## src/sv/dfsta_pkg.sv

```systemverilog
// Package of the depth-first search block: sizes, codes and the structs
// exchanged between controller and datapath. No dependencies.
package dfsta_pkg;

    // Graph size and field widths.
    localparam int NODES     = 8;
    localparam int VIDX_W    = 3;
    localparam int POS_W     = 4;
    localparam int TIME_W    = 5;
    localparam int ROW_W     = 8;
    localparam int S_FIELD_W = VIDX_W + ROW_W;
    localparam int S_TDATA_W = ((S_FIELD_W + 7) / 8) * 8;
    localparam int M_FIELD_W = VIDX_W + 1 + VIDX_W + TIME_W + TIME_W;
    localparam int M_TDATA_W = ((M_FIELD_W + 7) / 8) * 8;

    // Scan position one past the last neighbor, and the final vertex index.
    localparam logic [POS_W-1:0]  POS_END     = POS_W'(NODES);
    localparam logic [VIDX_W-1:0] LAST_VERTEX = VIDX_W'(NODES - 1);

    // Function codes carried in s_tuser.
    localparam logic FUNC_LOAD = 1'b0;
    localparam logic FUNC_RUN  = 1'b1;

    typedef enum logic [1:0] {
        CLR_WHITE = 2'd0,
        CLR_GREY  = 2'd1,
        CLR_BLACK = 2'd2
    } colour_t;

    typedef enum logic [1:0] {
        ST_IDLE,
        ST_ROOT,
        ST_SCAN,
        ST_EMIT
    } state_t;

    // Commands from the controller to the datapath.
    typedef struct packed {
        logic load;
        logic clear;
        logic root;
        logic scan;
        logic emit;
    } dp_cmd_t;

    // Status from the datapath to the controller.
    typedef struct packed {
        logic roots_done;
        logic root_white;
        logic pop_last;
        logic emit_last;
    } dp_sts_t;

endpackage

```

## src/sv/dfs_timestamps_adjacency_matrix.sv

```systemverilog
// Channel   | Direction | Contents
// s_ (in)   | slave     | tuser: func; tdata: row_index, row_bits
// m_ (out)  | master    | tdata: vertex, has_parent, parent, discover_time, finish_time; tlast
//
// A load writes one adjacency row. A run steps through the root and scan states, with
// one adjacency test per cycle in the scan loop, then emits NODES results.
// Reset (aresetn, synchronous) empties the stack and drops any pending result.
// While a run is busy s_tready is low; a stalled result waits in the output
// register while the next input transaction is already accepted.
// Top level of the depth-first search block; depends on dfsta_pkg,
// dfsta_ctrl and dfsta_dp.
module dfs_timestamps_adjacency_matrix (
    input  logic                            aclk,
    input  logic                            aresetn,
    input  logic                            s_tvalid,
    output logic                            s_tready,
    input  logic [dfsta_pkg::S_TDATA_W-1:0] s_tdata,   // row_index[2:0], row_bits[10:3]
    input  logic                            s_tuser,   // func[0]
    output logic                            m_tvalid,
    input  logic                            m_tready,
    output logic [dfsta_pkg::M_TDATA_W-1:0] m_tdata,   // vertex[2:0], has_parent[3],
                                                       // parent[6:4], discover_time[11:7],
                                                       // finish_time[16:12]
    output logic                            m_tlast    // last
);

    dfsta_pkg::dp_cmd_t cmd;
    dfsta_pkg::dp_sts_t sts;

    // Sequencing.
    dfsta_ctrl u_ctrl (
        .aclk     (aclk),
        .aresetn  (aresetn),
        .s_tvalid (s_tvalid),
        .s_tready (s_tready),
        .s_tuser  (s_tuser),
        .sts      (sts),
        .cmd      (cmd)
    );

    // Storage and search datapath.
    dfsta_dp u_dp (
        .aclk      (aclk),
        .aresetn   (aresetn),
        .cmd       (cmd),
        .load_row  (s_tdata[dfsta_pkg::VIDX_W-1:0]),
        .load_bits (s_tdata[dfsta_pkg::S_FIELD_W-1:dfsta_pkg::VIDX_W]),
        .sts       (sts),
        .m_tvalid  (m_tvalid),
        .m_tready  (m_tready),
        .m_tdata   (m_tdata),
        .m_tlast   (m_tlast)
    );

endmodule

```

## src/sv/dfsta_dp.sv

```systemverilog
// Datapath of the depth-first search block: adjacency rows, vertex tables,
// visit stack, time counter and the result register. Depends on dfsta_pkg.
module dfsta_dp (
    input  logic                                aclk,
    input  logic                                aresetn,
    input  dfsta_pkg::dp_cmd_t                  cmd,
    input  logic [dfsta_pkg::VIDX_W-1:0]        load_row,
    input  logic [dfsta_pkg::ROW_W-1:0]         load_bits,
    output dfsta_pkg::dp_sts_t                  sts,
    output logic                                m_tvalid,
    input  logic                                m_tready,
    output logic [dfsta_pkg::M_TDATA_W-1:0]     m_tdata,
    output logic                                m_tlast
);

    // Graph and per-vertex tables.
    logic [dfsta_pkg::ROW_W-1:0]   adj_reg   [dfsta_pkg::NODES];
    dfsta_pkg::colour_t            colour_reg[dfsta_pkg::NODES];
    logic [dfsta_pkg::VIDX_W-1:0]  par_reg   [dfsta_pkg::NODES];
    logic                          pvld_reg  [dfsta_pkg::NODES];
    logic [dfsta_pkg::TIME_W-1:0]  disc_reg  [dfsta_pkg::NODES];
    logic [dfsta_pkg::TIME_W-1:0]  fin_reg   [dfsta_pkg::NODES];

    // Visit stack: vertex and next scan position per entry.
    logic [dfsta_pkg::VIDX_W-1:0]  stk_v_reg [dfsta_pkg::NODES];
    logic [dfsta_pkg::POS_W-1:0]   stk_p_reg [dfsta_pkg::NODES];

    logic [dfsta_pkg::POS_W-1:0]   depth_reg, depth_next;
    logic [dfsta_pkg::POS_W-1:0]   root_reg, root_next;
    logic [dfsta_pkg::TIME_W-1:0]  time_reg, time_next;
    logic [dfsta_pkg::VIDX_W-1:0]  emit_reg, emit_next;
    logic                          out_valid_reg, out_valid_next;
    logic [dfsta_pkg::M_TDATA_W-1:0] out_data_reg;
    logic                          out_last_reg;

    logic [dfsta_pkg::VIDX_W-1:0]  top;
    logic [dfsta_pkg::VIDX_W-1:0]  cur_v;
    logic [dfsta_pkg::POS_W-1:0]   cur_m;
    logic [dfsta_pkg::VIDX_W-1:0]  cur_mi;
    logic [dfsta_pkg::VIDX_W-1:0]  root_i;
    logic [dfsta_pkg::VIDX_W-1:0]  push_slot;
    logic [dfsta_pkg::TIME_W-1:0]  time_inc;
    logic                          scan_end;
    logic                          edge_hit;
    logic                          push_root, push_scan, advance, pop, emit_fire;

    // Decode of the current stack top and the neighbor under test.
    always_comb begin
        top       = depth_reg[dfsta_pkg::VIDX_W-1:0] - 3'd1;
        push_slot = depth_reg[dfsta_pkg::VIDX_W-1:0];
        cur_v     = stk_v_reg[top];
        cur_m     = stk_p_reg[top];
        cur_mi    = cur_m[dfsta_pkg::VIDX_W-1:0];
        root_i    = root_reg[dfsta_pkg::VIDX_W-1:0];
        scan_end  = (cur_m == dfsta_pkg::POS_END);
        edge_hit  = !scan_end && adj_reg[cur_v][cur_mi] &&
                    (colour_reg[cur_mi] == dfsta_pkg::CLR_WHITE);
        time_inc  = time_reg + 5'd1;

        sts.roots_done = (root_reg == dfsta_pkg::POS_END);
        sts.root_white = (colour_reg[root_i] == dfsta_pkg::CLR_WHITE);

        push_root = cmd.root && !sts.roots_done && sts.root_white;
        push_scan = cmd.scan && edge_hit;
        advance   = cmd.scan && !scan_end && !edge_hit;
        pop       = cmd.scan && scan_end;
        emit_fire = cmd.emit && (!out_valid_reg || m_tready);

        sts.pop_last  = pop && (depth_reg == 4'd1);
        sts.emit_last = emit_fire && (emit_reg == dfsta_pkg::LAST_VERTEX);
    end

    // Next values of the search and output control state.
    always_comb begin
        depth_next     = depth_reg;
        root_next      = root_reg;
        time_next      = time_reg;
        emit_next      = emit_reg;
        out_valid_next = out_valid_reg;
        if (cmd.clear) begin
            depth_next = '0;
            root_next  = '0;
            time_next  = '0;
            emit_next  = '0;
        end
        if (cmd.root && !sts.roots_done) begin
            root_next = root_reg + 4'd1;
        end
        if (push_root) begin
            depth_next = 4'd1;
        end
        if (push_scan) begin
            depth_next = depth_reg + 4'd1;
        end
        if (pop) begin
            depth_next = depth_reg - 4'd1;
        end
        if (push_root || push_scan || pop) begin
            time_next = time_inc;
        end
        if (emit_fire) begin
            emit_next      = emit_reg + 3'd1;
            out_valid_next = 1'b1;
        end else if (m_tready) begin
            out_valid_next = 1'b0;
        end
    end

    // Control registers.
    always_ff @(posedge aclk) begin
        if (!aresetn) begin
            depth_reg     <= '0;
            root_reg      <= '0;
            time_reg      <= '0;
            emit_reg      <= '0;
            out_valid_reg <= 1'b0;
        end else begin
            depth_reg     <= depth_next;
            root_reg      <= root_next;
            time_reg      <= time_next;
            emit_reg      <= emit_next;
            out_valid_reg <= out_valid_next;
        end
    end

    // Tables, stack and result payload; every run clears the per-vertex tables first.
    always_ff @(posedge aclk) begin
        if (cmd.load) begin
            adj_reg[load_row] <= load_bits;
        end
        if (cmd.clear) begin
            for (int i = 0; i < dfsta_pkg::NODES; i++) begin
                colour_reg[i] <= dfsta_pkg::CLR_WHITE;
                par_reg[i]    <= '0;
                pvld_reg[i]   <= 1'b0;
                disc_reg[i]   <= '0;
                fin_reg[i]    <= '0;
            end
        end
        if (push_root) begin
            colour_reg[root_i] <= dfsta_pkg::CLR_GREY;
            disc_reg[root_i]   <= time_inc;
            stk_v_reg[0]       <= root_i;
            stk_p_reg[0]       <= '0;
        end
        if (push_scan) begin
            stk_p_reg[top]        <= cur_m + 4'd1;
            par_reg[cur_mi]       <= cur_v;
            pvld_reg[cur_mi]      <= 1'b1;
            disc_reg[cur_mi]      <= time_inc;
            colour_reg[cur_mi]    <= dfsta_pkg::CLR_GREY;
            stk_v_reg[push_slot]  <= cur_mi;
            stk_p_reg[push_slot]  <= '0;
        end
        if (advance) begin
            stk_p_reg[top] <= cur_m + 4'd1;
        end
        if (pop) begin
            colour_reg[cur_v] <= dfsta_pkg::CLR_BLACK;
            fin_reg[cur_v]    <= time_inc;
        end
        if (emit_fire) begin
            out_data_reg <= {{(dfsta_pkg::M_TDATA_W - dfsta_pkg::M_FIELD_W){1'b0}},
                             fin_reg[emit_reg], disc_reg[emit_reg],
                             par_reg[emit_reg], pvld_reg[emit_reg], emit_reg};
            out_last_reg <= (emit_reg == dfsta_pkg::LAST_VERTEX);
        end
    end

    assign m_tvalid = out_valid_reg;
    assign m_tdata  = out_data_reg;
    assign m_tlast  = out_last_reg;

endmodule

```

## src/sv/dfsta_ctrl.sv

```systemverilog
// Controller of the depth-first search block: accepts input transactions and
// sequences root selection, neighbor scan and result output. Uses dfsta_pkg.
module dfsta_ctrl (
    input  logic               aclk,
    input  logic               aresetn,
    input  logic               s_tvalid,
    output logic               s_tready,
    input  logic               s_tuser,
    input  dfsta_pkg::dp_sts_t sts,
    output dfsta_pkg::dp_cmd_t cmd
);

    dfsta_pkg::state_t state_reg, state_next;

    // State register.
    always_ff @(posedge aclk) begin
        if (!aresetn) begin
            state_reg <= dfsta_pkg::ST_IDLE;
        end else begin
            state_reg <= state_next;
        end
    end

    // Next state and datapath commands.
    always_comb begin
        state_next = state_reg;
        cmd        = '0;
        s_tready   = 1'b0;
        unique case (state_reg)
            dfsta_pkg::ST_IDLE: begin
                s_tready = 1'b1;
                if (s_tvalid) begin
                    if (s_tuser == dfsta_pkg::FUNC_RUN) begin
                        cmd.clear  = 1'b1;
                        state_next = dfsta_pkg::ST_ROOT;
                    end else begin
                        cmd.load = 1'b1;
                    end
                end
            end
            dfsta_pkg::ST_ROOT: begin
                cmd.root = 1'b1;
                if (sts.roots_done) begin
                    state_next = dfsta_pkg::ST_EMIT;
                end else if (sts.root_white) begin
                    state_next = dfsta_pkg::ST_SCAN;
                end
            end
            dfsta_pkg::ST_SCAN: begin
                cmd.scan = 1'b1;
                if (sts.pop_last) begin
                    state_next = dfsta_pkg::ST_ROOT;
                end
            end
            dfsta_pkg::ST_EMIT: begin
                cmd.emit = 1'b1;
                if (sts.emit_last) begin
                    state_next = dfsta_pkg::ST_IDLE;
                end
            end
            default: begin
                state_next = dfsta_pkg::ST_IDLE;
            end
        endcase
    end

endmodule

```

## config.mk

```make
export PLATFORM = sky130hd
export DESIGN_NAME = dfs_timestamps_adjacency_matrix
export DESIGN_NICKNAME = d
export VERILOG_FILES = /design/src/sv/dfsta_pkg.sv /design/src/sv/dfs_timestamps_adjacency_matrix.sv /design/src/sv/dfsta_dp.sv /design/src/sv/dfsta_ctrl.sv
export SDC_FILE = /design/constraint.sdc
export NUM_CORES = 1
export LEC_CHECK = 0
export ABC_AREA = 1
export BUFFER_PORTS_ARGS = -buffer_cell sky130_fd_sc_hd__clkbuf_2
export CAP_MARGIN = 40
export CORE_ASPECT_RATIO = 1.25
export CORE_UTILIZATION = 60
export CTS_CLUSTER_SIZE = 24
export DETAILED_ROUTE_END_ITERATION = 10
export PLACE_DENSITY = 0.87
export SYNTH_ARGS = -nofsm -noshare
export SYNTH_HDL_FRONTEND = slang
export SYNTH_SLANG_ARGS = --single-unit
export TNS_END_PERCENT = 30
```

## constraint.sdc

```tcl
create_clock -name aclk -period 4.1 [get_ports aclk]
set_input_delay 0.82 -clock aclk [delete_from_list [all_inputs] [get_ports aclk]]
set_output_delay 0.82 -clock aclk [all_outputs]
set_load 0.01 [all_outputs]
```

Word-level counts from Yosys, hierarchy flattened
Memory sizes are Yosys's and may differ from the RTL's. A register that Yosys moved wholly into a read port is not among the register bits.
Cells that the tools add are included.
W data, S select, Z words.
- add/subtract/negate cells: 7
- reductions and logical operators: 37
- multiplexer cells: 73
- bitwise operators: 1
- magnitude comparators: 1
- eq/ne operators: 12
- operators with widths (cell ; number):
    $mux W3 ; 16
    $mux W1 ; 32
    $mux W4 ; 7
    $mux W5 ; 5
    $mux W2 ; 11
    $reduce_or A5 Y1 ; 3
    $add A4 B1 Y4 const B ; 3
    $logic_and A1 B1 Y1 ; 11
    $eq A4 B4 Y1 const B ; 2
    $ne A2 B2 Y1 const B ; 4
    $pmux W2 S4 ; 1
    $reduce_bool A2 Y1 ; 4
    $logic_not A2 Y1 ; 3
    $reduce_or A2 Y1 ; 3
    $reduce_or A3 Y1 ; 2
    $add A5 B1 Y5 const B ; 1
    $reduce_and A5 Y1 ; 1
    $eq A2 B2 Y1 const B ; 2
    $eq A4 B1 Y1 const B ; 1
    $logic_not A1 Y1 ; 4
    $lt A3 B4 Y1 const B ; 1
    $reduce_bool A4 Y1 ; 1
    $reduce_or A4 Y1 ; 1
    $sub A4 B1 Y4 const B ; 1
    9 further kinds ; 11
- logic and storage cells: 147
- memory bits (writable): 248
- memories kept: 8
- bits in registers: 37
- output and inout port bits: 27
- bits of input ports: 21
- memory list (memory ; depth ; width ; read ports ; clocked after memory_dff ; write ports ; line ; source):
    u_dp.adj_reg ; 8 ; 8 ; 1 ; 0 ; 1 ; dfsta_dp.sv:17 ; logic [dfsta_pkg::ROW_W-1:0] adj_reg [dfsta_pkg::NODES];
    u_dp.disc_reg ; 8 ; 5 ; 1 ; 1 ; 8 ; dfsta_dp.sv:21 ; logic [dfsta_pkg::TIME_W-1:0] disc_reg [dfsta_pkg::NODES];
    u_dp.fin_reg ; 8 ; 5 ; 1 ; 1 ; 8 ; dfsta_dp.sv:22 ; logic [dfsta_pkg::TIME_W-1:0] fin_reg [dfsta_pkg::NODES];
    u_dp.stk_p_reg ; 8 ; 4 ; 1 ; 0 ; 2 ; dfsta_dp.sv:26 ; logic [dfsta_pkg::POS_W-1:0] stk_p_reg [dfsta_pkg::NODES];
    u_dp.par_reg ; 8 ; 3 ; 1 ; 1 ; 8 ; dfsta_dp.sv:19 ; logic [dfsta_pkg::VIDX_W-1:0] par_reg [dfsta_pkg::NODES];
    u_dp.stk_v_reg ; 8 ; 3 ; 1 ; 0 ; 1 ; dfsta_dp.sv:25 ; logic [dfsta_pkg::VIDX_W-1:0] stk_v_reg [dfsta_pkg::NODES];
    +2 memories ; - ; - ; - ; - ; - ; - ;

Depth between registers and ports, before layout
An unclocked memory read counts as a cell.
- depth after elaboration: 14
- gate-level depth with buffers: 27
- mapped depth without buffers: 23

Hierarchy
A second synthesis with hierarchy kept.
- cell total of the unflattened synthesis: 1540
- area, all modules: 13708.1 µm²
- by module, submodules not included (module ; area each (µm²) ; instances ; cells an instance ; sequential area each (µm²)):
    dfsta_dp ; 13524.2 ; 1 ; 1509 ; 7987.7
    dfsta_ctrl ; 183.9 ; 1 ; 31 ; 40.0

Least setup slack after synthesis
OpenSTA, ideal clock, no wires.
- kind: flip-flop to flip-flop
- from: reg u_dp.depth_reg[0] (netlist name)
- to: mem u_dp.disc_reg[2][0] (netlist name) (enable)
- period minus slack after synthesis: 3.782 ns
- path buffers: 5
- stages on the path, launching flop included: 26
- arrival: 3.469 ns
- required time: 3.787 ns
- slack: 0.318 ns
- library setup time: 0.313 ns
- cell sequence: dfxtp_1 > buf_4 > inv_4 > buf_6 > buf_4 > ha_1 > buf_4 > buf_2 > nor2_1 > o21ai_0 > nand2_1 > inv_1 > nand2_1 > o21ai_4 > ha_1 > nand2_1 > nor2_1 > nor2_2 > nand2_1 > nor2_4 > nand3_4 > nand2_1 > nand2_1 > nor2_2 > nand2_1 > nand2_1
- RTL lines (element ; line ; source):
    start, declared ; dfsta_dp.sv:28 ; logic [dfsta_pkg::POS_W-1:0] depth_reg, depth_next;
    start signal, assigned ; dfsta_dp.sv:118 ; depth_reg <= depth_next;
    end, declared ; dfsta_dp.sv:21 ;

==> qor.csv <==
metric,value,unit
final-seq-area,8030,µm²
p_leak,5.78,nW
maxSlewViolCount,0,
synthToLayoutAreaGrowth,12.1,%
final.fill_count,1516,
pin_count,48,
multi_input_area,4500,µm²
drtIter0Drc,1010,
grt.total_usage,27.7,%
fp-row-count,60,
grt.met3_usage,3.15,%
via_per_inst,5.98,
drc,0,
clk_path_buf_depth,3,
holdCritPathClass,reg2reg,
ant_nets,0,
finClkSkew,0.0169,ns
vias,10400,
switching_power,0.00515,W
syn-mean-instance-area,9.41,µm²
nets,1473,
use_met1,31.6,%
setup_viol,0,
num_antenna_cells,0,
yosysWarnings,0,
irDropWorstVdd,0.634,mV
synth_edf_count,226,
reg2reg_depth,18,
cap_viol_max_count,0,
layout_common_cells,"273 x nand2_1, 259 x nor2_1, 226 x edfxtp_1, 98 x nand3_1, 92 x inv_1",
p_seq_share,31.9,%
critPathKind,reg2reg,
worstPathArrival,4.17,ns
first_pass_iters,8,
die_h,168,µm
p_per_area,809,nW/µm²
drive_gt1_share,12.6,%
stdcell_count,1743,
crit_path_max_incr_delay,0.38,ns
netlist_area,13200,µm²
gp_congestion,0.927,
crit_slowest_cell,dfxtp_2,
grt_pass1_vias,10100,
yosys_most_used_dff,edfxtp_1,
die_area,22500,µm²
largest_reg_flops,64,
grt_first_pass_wirelength,48.9,mm
start_kind,flop,
p_sw_share,43.1,%
cp_common_cell,nand2_1,
setup_tns,0,ns
postLayoutCoreUtil,68.5,%
layout_min_cycle_time,3.94,ns
crit_chain,"inv_1, ha_1, inv_2, nor2_1, o21ai_0, nand2_1, inv_1, nand2_1, o21ai_4, ha_1, nand2_1, nor2_1, nand2_1, nor2_1, inv_1, nor2_1, inv_1, nand2_1",
async_reset_ff_share,0,%
drt-total-wl,30.8,mm
final_common_cell,nand2_1,
p_clk_share,22.9,%
hold_viol,0,
cts_tree,done,
grt-ovfl-total,0,
ys_seq_elements,288,
worst_setup_path_end_kind,flop,
grt-busiest-layer,met2,
clk_latency,0.54,ns
synth_sequential_area_ratio,61.0,%
cts-buffers-inserted,28,
pwr-share-comb,45.2,%
p_int,0.00678,W
ys_types,42,
relSlewSlack,39.6,%
dp_hpwl,20.6,mm
grt.met2_usage,50.8,%
die_w,135,µm
clkSinkCount,288,
htree_levels,1,
hold_path_depth,2,
antenna_found_initial,0,
dp_cells,1691,
path_clk_slew,0.07,ns
wl_per_cell,17.7,µm
finalCritPeriodShare,96.2,%
portBuffers,35,
cts_root_buffer,clkbuf_16,
core-area,21500,µm²
grt_max_degree,62,
status,finished clean,
tightest_slew,0.905,ns
cp.required,4.32,ns
worst-path-max-fanout,15,
timing.hold.ws,0.454,ns
syn-instance-count,1399,
start_util,61.1,%
timing.fmax,254,MHz
[power by group through the flow]
| stage | combinational (W) | clock (W) | sequential [W] |
|---|---|---|---|
| 6_report | 0.00539 | 0.00274 | 0.00380 |
| 2_1_floorplan | 0.00383 | 0 | 0.00381 |
| 5_1_grt | 0.00591 | 0.00286 | 0.00383 |
| 3_3_place_gp | 0.00500 | 0 | 0.00384 |
| 4_1_cts | 0.00522 | 0.00275 | 0.00380 |
| 3_5_place_dp | 0.00513 | 0 | 0.00386 |
[critical path: cells and delay by family (launching register included)]
kind,cells,cell delay (ns)
simple gates,9,1.69
buf+inv,5,0.79
compound gates,2,0.23
flops,1,0.38
fa+ha+maj,2,0.53
[final timing paths]
path | slack [ns] | endpoint | from
worst max-delay path | 0.16 | u_dp.fin_reg[7][1]$_SDFFCE_PN0P_ | u_dp.depth_reg[1]$_SDFFE_PN0P_
worst min-delay path | 0.45 | u_dp.pvld_reg[6]$_DFF_P_ | u_dp.pvld_reg[6]$_DFF_P_
worst max register to register | 0.16 | u_dp.fin_reg[7][1]$_SDFFCE_PN0P_ | u_dp.depth_reg[1]$_SDFFE_PN0P_
worst min register to register | 0.45 | u_dp.pvld_reg[6]$_DFF_P_ | u_dp.pvld_reg[6]$_DFF_P_
[metal layers]
metal | part of all wire [%] | vias up
met4 | 4.8 | 0
met2 | 52 | 554
met3 | 7.0 | 122
li1 | - | 4829
met5 | 0 | -
met1 | 36 | 4920
[Yosys cell counts, drive strengths merged, types with 10 or more instances]
| master | instances | area [µm²] |
|---|---|---|
| clkbuf | 30 | 113 |
| nor2 | 278 | 1110 |
| dfxtp | 62 | 1240 |
| nor3 | 18 | 90.1 |
| o22ai | 22 | 138 |
| buf | 35 | 241 |
| inv | 102 | 385 |
| o21ai | 95 | 494 |
| nand2 | 289 | 1100 |
| nand3 | 106 | 588 |
| nand4 | 17 | 106 |
| ha | 10 | 125 |
| a31oi | 15 | 93.8 |
| a21oi | 59 | 299 |
| edfxtp | 226 | 6790 |
[cell families after synthesis]
group           Yosys count  share of synthesized area (%)
xor+xnor                  7                          0.466
flops                   288                           61.0
fa+ha+maj                10                          0.950
compound gates          205                           8.64
buf+inv                 172                           5.76
simple gates            716                           23.2
other cells               1                         0.0285
[stage by stage]
stage               worst slack, ns  cell area (µm²)  total power (W)
floorplan                     0.318            13200          0.00764
global route                -0.0361            14800           0.0126
finish                        0.157            14800           0.0119
CTS                          0.0890            14700           0.0118
global placement              0.299            13700          0.00884
detailed placement            0.141            13700          0.00899
[timing repair]
item / in CTS / in global routing
hold buffers: 0 / 0
buffers inserted: 0 / 0
gates resized for setup: 0 / 26
hold endpoints to repair: 0 / 0
setup endpoints to repair: 0 / 121
[final cells by class]
type	instances	area share, %
well taps	279	2.37
clock buffers	33	5.31
flip-flops and latches	288	54.4
clock inverters	19	1.44
repair buffers	72	3.23
inverters	107	2.76
multi-input cells	945	30.5
No activity file was read; power rests on OpenSTA's default activity.
